==> config.mk <==
export PLATFORM = sky130hd
export DESIGN_NAME = protobuf_nested_field_locator
export DESIGN_NICKNAME = d
export VERILOG_FILES = /design/src/rtl/pbnfl_pkg.sv /design/src/rtl/pbnfl_cfg.sv /design/src/rtl/pbnfl_in_stage.sv /design/src/rtl/pbnfl_walker.sv /design/src/rtl/pbnfl_out_stage.sv /design/src/rtl/protobuf_nested_field_locator.sv
export SDC_FILE = /design/constraint.sdc
export NUM_CORES = 1
export LEC_CHECK = 0
export ABC_CLOCK_PERIOD_IN_PS = 11900
export BUFFER_PORTS_ARGS = -buffer_cell sky130_fd_sc_hd__buf_2
export CAP_MARGIN = 10
export CELL_PAD_IN_SITES_DETAIL_PLACEMENT = 1
export CELL_PAD_IN_SITES_GLOBAL_PLACEMENT = 1
export CORE_MARGIN = 4
export CORE_UTILIZATION = 40
export DETAILED_ROUTE_END_ITERATION = 6
export PLACE_DENSITY = 0.79
export RECOVER_POWER = 50
export SLEW_MARGIN = 25
export SYNTH_ARGS = -nofsm -noshare
export SYNTH_HDL_FRONTEND = slang
export SYNTH_SLANG_ARGS = --single-unit
==> constraint.sdc <==
create_clock -name clk_i -period 11.9 [get_ports clk_i]
set_input_delay 1.19 -clock clk_i [delete_from_list [all_inputs] [get_ports clk_i]]
set_output_delay 1.19 -clock clk_i [all_outputs]
set_load 0.005 [all_outputs]
==> src/rtl/pbnfl_pkg.sv <==
// ----------------------------------------------------------------------------
// pbnfl_pkg
// Shared types and constants of the protobuf nested field locator.
// ----------------------------------------------------------------------------
package pbnfl_pkg;

  localparam int unsigned PathDepthDefault = 6;
  localparam int unsigned BufferBytes      = 1048576;
  localparam int unsigned VarintMaxBytes   = 10;

  localparam int unsigned ByteW    = 8;
  localparam int unsigned PosW     = 21;
  localparam int unsigned LenW     = 64;
  localparam int unsigned TagW     = 32;
  localparam int unsigned FieldW   = 29;
  localparam int unsigned PathLenW = 3;
  localparam int unsigned StatusW  = 2;
  localparam int unsigned VbW      = 4;
  localparam int unsigned CfgIdxW  = 3;
  localparam int unsigned CfgDataW = 29;
  localparam int unsigned OutDataW = 120;

  localparam logic [CfgIdxW-1:0] CfgPathLen    = 3'd0;
  localparam logic [CfgIdxW-1:0] CfgPathField0 = 3'd1;

  localparam logic [2:0] WireTypeLen = 3'd2;

  typedef enum logic [StatusW-1:0] {
    StFound    = 2'd0,
    StNonLen   = 2'd1,
    StEnded    = 2'd2,
    StOverlong = 2'd3
  } status_e;

  typedef struct packed {
    logic [ByteW-1:0] data_byte;
    logic             is_last;
  } item_t;

  typedef struct packed {
    status_e             status;
    logic [PosW-1:0]     content_offset;
    logic [LenW-1:0]     field_length;
    logic [TagW-1:0]     matched_tag;
    logic [PathLenW-1:0] depth_reached;
  } result_t;

endpackage

==> src/rtl/pbnfl_cfg.sv <==
// ----------------------------------------------------------------------------
// pbnfl_cfg
// Search path registers: path length and one field number per depth.
// ----------------------------------------------------------------------------
module pbnfl_cfg import pbnfl_pkg::*; #(
  parameter int unsigned PATH_DEPTH = PathDepthDefault
) (
  input  logic                clk_i,
  input  logic                rst_ni,
  input  logic                cfg_we_i,
  input  logic [CfgIdxW-1:0]  cfg_idx_i,
  input  logic [CfgDataW-1:0] cfg_data_i,
  output logic [PathLenW-1:0] path_len_o,
  output logic [FieldW-1:0]   path_field_o [PATH_DEPTH]
);

  logic [PathLenW-1:0] path_len_q;
  logic [FieldW-1:0]   path_field_q [PATH_DEPTH];

  always_ff @(posedge clk_i or negedge rst_ni) begin
    if (!rst_ni) begin
      path_len_q <= '0;
      for (int k = 0; k < PATH_DEPTH; k++) begin
        path_field_q[k] <= FieldW'(1);
      end
    end else if (cfg_we_i) begin
      if (cfg_idx_i == CfgPathLen) begin
        path_len_q <= cfg_data_i[PathLenW-1:0];
      end
      for (int k = 0; k < PATH_DEPTH; k++) begin
        if (cfg_idx_i == CfgIdxW'(int'(CfgPathField0) + k)) begin
          path_field_q[k] <= cfg_data_i[FieldW-1:0];
        end
      end
    end
  end

  assign path_len_o   = path_len_q;
  assign path_field_o = path_field_q;

endmodule

==> src/rtl/pbnfl_in_stage.sv <==
// ----------------------------------------------------------------------------
// pbnfl_in_stage
// Input register: holds one buffer byte until the walker steps on it.
// ----------------------------------------------------------------------------
module pbnfl_in_stage import pbnfl_pkg::*; (
  input  logic  clk_i,
  input  logic  rst_ni,
  input  logic  in_valid_i,
  output logic  in_ready_o,
  input  item_t in_item_i,
  input  logic  out_free_i,
  output logic  step_o,
  output item_t item_o
);

  logic  valid_q;
  item_t item_q;

  assign step_o     = valid_q & out_free_i;
  assign in_ready_o = ~valid_q | step_o;
  assign item_o     = item_q;

  always_ff @(posedge clk_i or negedge rst_ni) begin
    if (!rst_ni) begin
      valid_q <= 1'b0;
    end else if (in_ready_o) begin
      valid_q <= in_valid_i;
    end
  end

  always_ff @(posedge clk_i) begin
    if (in_ready_o && in_valid_i) begin
      item_q <= in_item_i;
    end
  end

endmodule

==> src/rtl/pbnfl_walker.sv <==
// ----------------------------------------------------------------------------
// pbnfl_walker
// Wire-format walk state: varint accumulation, tag match, skip count.
// ----------------------------------------------------------------------------
module pbnfl_walker import pbnfl_pkg::*; #(
  parameter int unsigned PATH_DEPTH = PathDepthDefault
) (
  input  logic                clk_i,
  input  logic                rst_ni,
  input  logic                step_i,
  input  item_t               item_i,
  input  logic [PathLenW-1:0] path_len_i,
  input  logic [FieldW-1:0]   path_field_i [PATH_DEPTH],
  output logic                res_valid_o,
  output result_t             res_o
);

  localparam int unsigned IdxW = (PATH_DEPTH > 1) ? $clog2(PATH_DEPTH) : 1;

  typedef enum logic [1:0] {
    PhLen     = 2'd0,
    PhTag     = 2'd1,
    PhSkipLen = 2'd2,
    PhSkip    = 2'd3
  } phase_e;

  phase_e              phase_q, phase_d;
  logic [LenW-1:0]     accum_q, accum_d;
  logic [VbW-1:0]      bytes_q, bytes_d;
  logic [PathLenW-1:0] pidx_q, pidx_d;
  logic [LenW-1:0]     skip_q, skip_d;
  logic [PosW-1:0]     pos_q, pos_d;
  logic                over_q, over_d;
  logic [TagW-1:0]     tag_q, tag_d;

  logic [LenW-1:0]     ins;
  logic [LenW-1:0]     accum_v;
  logic [PathLenW-1:0] active_len;
  logic [PathLenW-1:0] idx_full;
  logic [IdxW-1:0]     sel;
  logic                tag_hit;

  assign active_len = (path_len_i > PathLenW'(PATH_DEPTH)) ? PathLenW'(PATH_DEPTH) : path_len_i;
  assign idx_full   = (pidx_q < PathLenW'(PATH_DEPTH)) ? pidx_q : PathLenW'(PATH_DEPTH - 1);
  assign sel        = idx_full[IdxW-1:0];

  always_comb begin
    ins = '0;
    for (int k = 0; k < VarintMaxBytes; k++) begin
      if (bytes_q == VbW'(k)) begin
        ins = LenW'(item_i.data_byte[6:0]) << (7 * k);
      end
    end
  end

  assign accum_v = accum_q | ins;
  assign tag_hit = (accum_v[LenW-1:TagW] == '0) &&
                   (accum_v[TagW-1:3] == path_field_i[sel]);

  always_comb begin
    phase_d     = phase_q;
    accum_d     = accum_q;
    bytes_d     = bytes_q;
    pidx_d      = pidx_q;
    skip_d      = skip_q;
    pos_d       = pos_q;
    over_d      = over_q;
    tag_d       = tag_q;
    res_valid_o = 1'b0;
    res_o       = '0;
    if (step_i) begin
      if (!over_q) begin
        if (pos_q < PosW'(BufferBytes)) begin
          pos_d = pos_q + 1'b1;
        end
        if (phase_q == PhSkip) begin
          skip_d = skip_q - 1'b1;
          if (skip_q == LenW'(1)) begin
            phase_d = PhTag;
          end
        end else if (item_i.data_byte[7]) begin
          accum_d = accum_v;
          bytes_d = bytes_q + 1'b1;
          if (bytes_d >= VbW'(VarintMaxBytes)) begin
            res_valid_o       = 1'b1;
            res_o.status      = StOverlong;
            res_o.matched_tag = tag_q;
            res_o.depth_reached = pidx_q;
            over_d            = 1'b1;
          end
        end else begin
          accum_d = '0;
          bytes_d = '0;
          unique case (phase_q)
            PhLen: begin
              if (pidx_q >= active_len) begin
                res_valid_o          = 1'b1;
                res_o.status         = StFound;
                res_o.content_offset = pos_d;
                res_o.field_length   = accum_v;
                res_o.matched_tag    = tag_q;
                res_o.depth_reached  = pidx_q;
                over_d               = 1'b1;
              end else begin
                phase_d = PhTag;
              end
            end
            PhTag: begin
              if (tag_hit) begin
                tag_d   = accum_v[TagW-1:0];
                pidx_d  = pidx_q + 1'b1;
                phase_d = PhLen;
              end else if (accum_v[2:0] == WireTypeLen) begin
                phase_d = PhSkipLen;
              end else begin
                res_valid_o         = 1'b1;
                res_o.status        = StNonLen;
                res_o.matched_tag   = tag_q;
                res_o.depth_reached = pidx_q;
                over_d              = 1'b1;
              end
            end
            PhSkipLen: begin
              skip_d  = accum_v;
              phase_d = (accum_v == '0) ? PhTag : PhSkip;
            end
            default: begin
              phase_d = phase_q;
            end
          endcase
        end
      end
      if (item_i.is_last) begin
        if (!over_d) begin
          res_valid_o         = 1'b1;
          res_o               = '0;
          res_o.status        = StEnded;
          res_o.matched_tag   = tag_d;
          res_o.depth_reached = pidx_d;
        end
        phase_d = PhLen;
        accum_d = '0;
        bytes_d = '0;
        pidx_d  = '0;
        skip_d  = '0;
        pos_d   = '0;
        over_d  = 1'b0;
        tag_d   = '0;
      end
    end
  end

  always_ff @(posedge clk_i or negedge rst_ni) begin
    if (!rst_ni) begin
      phase_q <= PhLen;
      accum_q <= '0;
      bytes_q <= '0;
      pidx_q  <= '0;
      skip_q  <= '0;
      pos_q   <= '0;
      over_q  <= 1'b0;
      tag_q   <= '0;
    end else begin
      phase_q <= phase_d;
      accum_q <= accum_d;
      bytes_q <= bytes_d;
      pidx_q  <= pidx_d;
      skip_q  <= skip_d;
      pos_q   <= pos_d;
      over_q  <= over_d;
      tag_q   <= tag_d;
    end
  end

`ifndef ASSERT_OFF
  a_restart_after_last: assert property (@(posedge clk_i) disable iff (!rst_ni)
    step_i && item_i.is_last |=> pidx_q == '0 && pos_q == '0 && !over_q && phase_q == PhLen)
    else $error("walk state not restarted after last byte");

  a_quiet_after_result: assert property (@(posedge clk_i) disable iff (!rst_ni)
    over_q && !item_i.is_last |-> !res_valid_o)
    else $error("result after search ended");

  a_depth_bound: assert property (@(posedge clk_i) disable iff (!rst_ni)
    pidx_q <= PathLenW'(PATH_DEPTH))
    else $error("path index beyond path depth");

  a_varint_bound: assert property (@(posedge clk_i) disable iff (!rst_ni)
    !over_q |-> bytes_q < VbW'(VarintMaxBytes))
    else $error("varint byte count overran while search open");
`endif

endmodule

==> src/rtl/pbnfl_out_stage.sv <==
// ----------------------------------------------------------------------------
// pbnfl_out_stage
// Result register: holds one result until the sink takes it.
// ----------------------------------------------------------------------------
module pbnfl_out_stage import pbnfl_pkg::*; (
  input  logic    clk_i,
  input  logic    rst_ni,
  input  logic    load_i,
  input  result_t res_i,
  output logic    free_o,
  output logic    out_valid_o,
  input  logic    out_ready_i,
  output result_t res_o
);

  logic    valid_q;
  result_t res_q;

  assign free_o      = ~valid_q | out_ready_i;
  assign out_valid_o = valid_q;
  assign res_o       = res_q;

  always_ff @(posedge clk_i or negedge rst_ni) begin
    if (!rst_ni) begin
      valid_q <= 1'b0;
    end else if (free_o) begin
      valid_q <= load_i;
    end
  end

  always_ff @(posedge clk_i) begin
    if (load_i && free_o) begin
      res_q <= res_i;
    end
  end

endmodule

==> src/rtl/protobuf_nested_field_locator.sv <==
// ----------------------------------------------------------------------------
// protobuf_nested_field_locator
// Walks a protobuf buffer byte by byte toward a nested field path.
//
// Channel   Dir  Handshake               Content
// s_axis    in   tvalid/tready           tdata: data_byte, tlast: is_last
// m_axis    out  tvalid/tready           tdata: result fields, tuser: status
// cfg       in   cfg_we_i                cfg_idx_i, cfg_data_i
//
// One byte per cycle sustained unless m_axis stalls; the walk state is registered.
// A result is registered onto m_axis as its byte steps out of the input stage.
// Reset clears the walk state and sets path_len 0, every path field 1.
// m_axis_tready low holds the result; s_axis takes at most one more byte, then stalls.
// ----------------------------------------------------------------------------
module protobuf_nested_field_locator import pbnfl_pkg::*; #(
  parameter int unsigned PATH_DEPTH = PathDepthDefault
) (
  input  logic                clk_i,
  input  logic                rst_ni,
  input  logic                s_axis_tvalid,
  output logic                s_axis_tready,
  input  logic [ByteW-1:0]    s_axis_tdata,   // [7:0] data_byte
  input  logic                s_axis_tlast,
  output logic                m_axis_tvalid,
  input  logic                m_axis_tready,
  output logic [OutDataW-1:0] m_axis_tdata,   // [20:0] content_offset,
                                              // [84:21] field_length,
                                              // [116:85] matched_tag,
                                              // [119:117] depth_reached
  output logic [StatusW-1:0]  m_axis_tuser,   // [1:0] status
  input  logic                cfg_we_i,
  input  logic [CfgIdxW-1:0]  cfg_idx_i,
  input  logic [CfgDataW-1:0] cfg_data_i
);

  logic [PathLenW-1:0] path_len;
  logic [FieldW-1:0]   path_field [PATH_DEPTH];
  item_t               in_item;
  item_t               item;
  logic                step;
  logic                out_free;
  logic                res_valid;
  result_t             res;
  result_t             out_res;

  assign in_item.data_byte = s_axis_tdata;
  assign in_item.is_last   = s_axis_tlast;

  pbnfl_cfg #(.PATH_DEPTH(PATH_DEPTH)) u_cfg (
    .clk_i       (clk_i),
    .rst_ni      (rst_ni),
    .cfg_we_i    (cfg_we_i),
    .cfg_idx_i   (cfg_idx_i),
    .cfg_data_i  (cfg_data_i),
    .path_len_o  (path_len),
    .path_field_o(path_field)
  );

  pbnfl_in_stage u_in (
    .clk_i     (clk_i),
    .rst_ni    (rst_ni),
    .in_valid_i(s_axis_tvalid),
    .in_ready_o(s_axis_tready),
    .in_item_i (in_item),
    .out_free_i(out_free),
    .step_o    (step),
    .item_o    (item)
  );

  pbnfl_walker #(.PATH_DEPTH(PATH_DEPTH)) u_walker (
    .clk_i       (clk_i),
    .rst_ni      (rst_ni),
    .step_i      (step),
    .item_i      (item),
    .path_len_i  (path_len),
    .path_field_i(path_field),
    .res_valid_o (res_valid),
    .res_o       (res)
  );

  pbnfl_out_stage u_out (
    .clk_i      (clk_i),
    .rst_ni     (rst_ni),
    .load_i     (step & res_valid),
    .res_i      (res),
    .free_o     (out_free),
    .out_valid_o(m_axis_tvalid),
    .out_ready_i(m_axis_tready),
    .res_o      (out_res)
  );

  assign m_axis_tuser = out_res.status;
  assign m_axis_tdata = {out_res.depth_reached, out_res.matched_tag,
                         out_res.field_length, out_res.content_offset};

endmodule

==> results.sh <==
export IMPL_io_buffers=169
export IMPL_yosysSeqAreaShare_pct=55.25
export IMPL_critical_path_max_fanout=88
export IMPL_clk_pin_slew_ns=0.06
export IMPL_setup_viol=0
export IMPL_syn_cell_area_mm2=0.02389
export IMPL_cp_arrival_ns=8.27
export IMPL_cp_data_required_time_ns=12.45
export IMPL_synth_area_leaders="dfrtp_1 (38%), edfxtp_1 (16%), mux2_2 (8.6%), a21oi_1 (3.6%), mux2i_1 (3.0%)"
export IMPL_violations="capacitance limit, slew limit"
export IMPL_clk_latency_ns=0.62
export IMPL_status="finished, violations left"
export IMPL_grt_pass1_wl_um=119600
export IMPL_post_cts_buffers=0
export IMPL_rsz0062_at_grt="no"
export IMPL_fmax_mhz=129.6
export IMPL_critPathTopFamily="buffers and inverters"
export IMPL_drive_gt1_share_pct=20.60
export IMPL_cp_cell_sequence="clkbuf_1 -> clkbuf_1 -> buf_6"
export IMPL_synth_flop_cell="dfrtp_1"
export IMPL_row_count=89
export IMPL_slew_headroom_pct=-236.3
export IMPL_r2r_end="u_out.res_o[76]"
export IMPL_initial_core_util_pct=40.48
export IMPL_grt_pass1_vias=19680
export IMPL_crit_buf_inv=3
export IMPL_clkSinkCount=501
export IMPL_synth_top_area_cell="dfrtp_1"
export IMPL_cts_tree="built"
export IMPL_firstDrtPassIters=6
export IMPL_wire_per_inst_um=25.29
export IMPL_worst_pin_slew_ns=5.045
export IMPL_reg2regPathDepth=13
export IMPL_grt_max_degree=89
export IMPL_dieHeight_um=252.4
export IMPL_crit_path_start_kind="input port"
export IMPL_crit_cells=3
export IMPL_fin_nets=2333
export IMPL_synth_top_area_share_pct=38.13
export IMPL_totalWireLength_um=78130
export IMPL_clock_root_buffer="clkbuf_16"
export IMPL_finClkSkew_ns=0.02100
export IMPL_worst_ir_drop_vdd_uv=141.3
export IMPL_syn_inst=2146
export IMPL_r2r_setup_slack_ns=6.02
export IMPL_clockBufferDepth=3
export IMPL_async_reset_ff_share_pct=73.85
export IMPL_gp_congestion=0.8905
export IMPL_critPathMostFrequentCell="clkbuf_1"
export IMPL_hold_buffers=0
export IMPL_critPathKind="input port to asynchronous set/reset pin"
export IMPL_r2r_start="u_walker.bytes_q[1]"
export IMPL_vias_per_cell=6.093
export IMPL_overflow=0
export IMPL_die_w_um=252.4
export IMPL_synth_edff_count=131
export IMPL_fin_crit_sh_pct=64.85
export IMPL_area_delta_synth_final_pct=14.26
export IMPL_syn_nets=2207
export IMPL_final_util_pct=46.25
export IMPL_finalSetupTns_ns=0
export IMPL_layout_min_cycle_time_ns=7.717
export IMPL_endpoint_kind="asynchronous set/reset pin"
export IMPL_leakage_nw=11.19
export IMPL_cp_slowest_stage_delay_ns=3.45
export IMPL_route_detailed_drc=0
export IMPL_ant_nets=0
export IMPL_htreeDepth=2
export IMPL_min_path_type="flip-flop to flip-flop"
export IMPL_hpwl_um=51570
export IMPL_grtUsageTotal_pct=23.84
export IMPL_dieArea_mm2=0.06370
export IMPL_ys_seq_elements=501
export IMPL_setup_worst_path_start="rst_ni"
export IMPL_antenna_found_initial=3
export IMPL_hold_violations=0
export IMPL_synth_distinct_cells=78
export IMPL_ys_warn_count=0
export IMPL_io_pins=170
export IMPL_power_density_mw_per_mm2=209.4
export IMPL_core_mm2=0.05902
export IMPL_via_count=18820
export IMPL_syn_area_per_cell_um2=11.13
export IMPL_post_cts_resize_count=0
export IMPL_cpMaxStageDelayCell="clkbuf_1"
export IMPL_maxCapViolCount=8
export IMPL_cts_buffers=54
export IMPL_drt_iter0_markers=1396
export IMPL_crit_path_end="u_walker.pidx_q[0]"
export IMPL_slew_violations=323
==> cells by family (layout without fill, tap and decap cells) <==
kind of cell	count (synthesis)	in the layout	synth area share (%)
DFF	501	501	55.25
buffers and inverters	191	360	3.347
adders and majority gates	15	15	0.7856
muxes	259	259	12.02
and+or+nand+nor	564	564	11.49
xor gates and xnor gates	43	43	1.576
other	0	1	0
AOI/OAI and AO/OA	573	573	15.53
==> worst register-to-register path: stages, from the launching register on <==
cell      delay [ns]
dfrtp_1         0.44
inv_1           0.12
ha_1            0.45
nor4b_4         0.74
a21o_4          0.27
nor3_1          0.07
or4_1           0.53
or4_4           0.56
nor4_4          0.63
inv_2           0.18
a211oi_1        0.44
nor2_4          0.24
buf_4           0.38
buf_4           0.45
==> state kept, by name (all words and copies together), names as in the netlist, 2 cells and up <==
signal              flops
u_cfg.path_len_o        3
u_walker.tag_q         32
u_walker.accum_q       64
u_walker.pos_q         21
u_walker.bytes_q        4
u_cfg.path_field_o    174
u_walker.skip_q        64
u_walker.phase_q        2
u_in.item_o             9
u_out.res_o           122
u_walker.pidx_q         3
==> power by group <==
group / internal [mW] / switching [mW] / total, mW
Combinational: 0.566 / 1.12 / 1.68
Clock: 1.03 / 0.731 / 1.76
Sequential: 2.08 / 0.192 / 2.28
Total: 3.68 / 2.04 / 5.72
==> cell type report <==
type                    count  area, µm²
flip-flops and latches    501      13200
repair buffers            223       1189
diodes                      1      2.502
well taps                 773      967.2
multi-input cells        1454       9942
clock inverters            26      295.3
inverters                  38      142.6
fillers                  6411      31720
clock buffers              73       1554
==> how the worst min path moves through the flow <==
stage / start / endpoint / cells after the start
after CTS: u_walker.tag_q[0] / u_walker.tag_q[0] / 1
after global placement: u_walker.tag_q[3] / u_walker.tag_q[3] / 1
after detailed placement: u_walker.tag_q[0] / u_walker.tag_q[0] / 1
final: u_walker.tag_q[25] / u_walker.tag_q[25] / 1
after floorplan: u_walker.tag_q[0] / u_walker.tag_q[0] / 1
after global routing: u_walker.tag_q[0] / u_walker.tag_q[0] / 1
==> synth_stat cells (14+ instances only) <==
cell	number
a21o_1	29
a32o_1	33
and3_1	14
a22o_1	22
xnor2_1	38
buf_1	21
or4_1	16
clkbuf_1	109
nand4_1	22
nor3_1	52
mux2_2	183
dfrtp_1	364
ha_1	15
nor4_1	20
inv_1	37
nor2_1	185
nor2b_1	19
edfxtp_1	131
nand2_1	138
o21ai_0	139
nand3_1	32
or3_1	16
mux2i_1	72
o2bb2ai_1	33
o22ai_1	16
a21oi_1	173
a31oi_1	28
==> cell usage in the layout, fill, tap and decap left out, types with 9 or more instances in the layout <==
master,netlist,final
dfrtp_1,364,363
nor2_1,185,180
mux2_2,183,180
a21oi_1,173,172
nand2_1,138,138
o21ai_0,139,137
edfxtp_1,131,131
buf_2,11,115
mux2i_1,72,72
clkbuf_1,109,68
clkbuf_16,0,55
nor3_1,52,52
buf_4,4,43
xnor2_1,38,38
inv_1,37,37
a32o_1,33,33
o2bb2ai_1,33,33
nand3_1,32,32
a31oi_1,28,28
a21o_1,29,27
a22o_1,22,22
nand4_1,22,22
nor4_1,20,20
nor2b_1,19,19
or3_1,16,16
o22ai_1,16,16
or4_1,16,15
and3_1,14,14
ha_1,15,14
a22oi_1,11,11
clkbuf_8,0,11
a222oi_1,10,10
a211oi_1,10,10
o21a_1,10,10
nand2b_1,9,9
o31ai_1,9,9
==> per-stage QoR <==
stage / power, mW / setup slack, ns / instances / cell area [µm²] / hold slack [ns]
final: 5.716 / 4.183 / 3089 / 27300 / 0.4966
after global placement: 3.866 / 6.014 / 2988 / 25520 / 0.4713
after global routing: 5.981 / 2.948 / 3089 / 27300 / 0.5013
after detailed placement: 3.947 / 5.888 / 2988 / 25520 / 0.4748
after floorplan: 3.297 / 3.668 / 2146 / 23890 / 0.4565
after CTS: 5.729 / 5.851 / 3087 / 27370 / 0.4935
==> per-layer routing <==
layer	routed length [µm]	vias up	track usage (%)
li1	-	8192	-
met1	32090	9730	31.61
met2	37910	719	39.56
met3	5145	179	4.003
met4	2966	2	8.890
met5	13	-	0
Note: power is estimated with default switching activity, not from simulation.
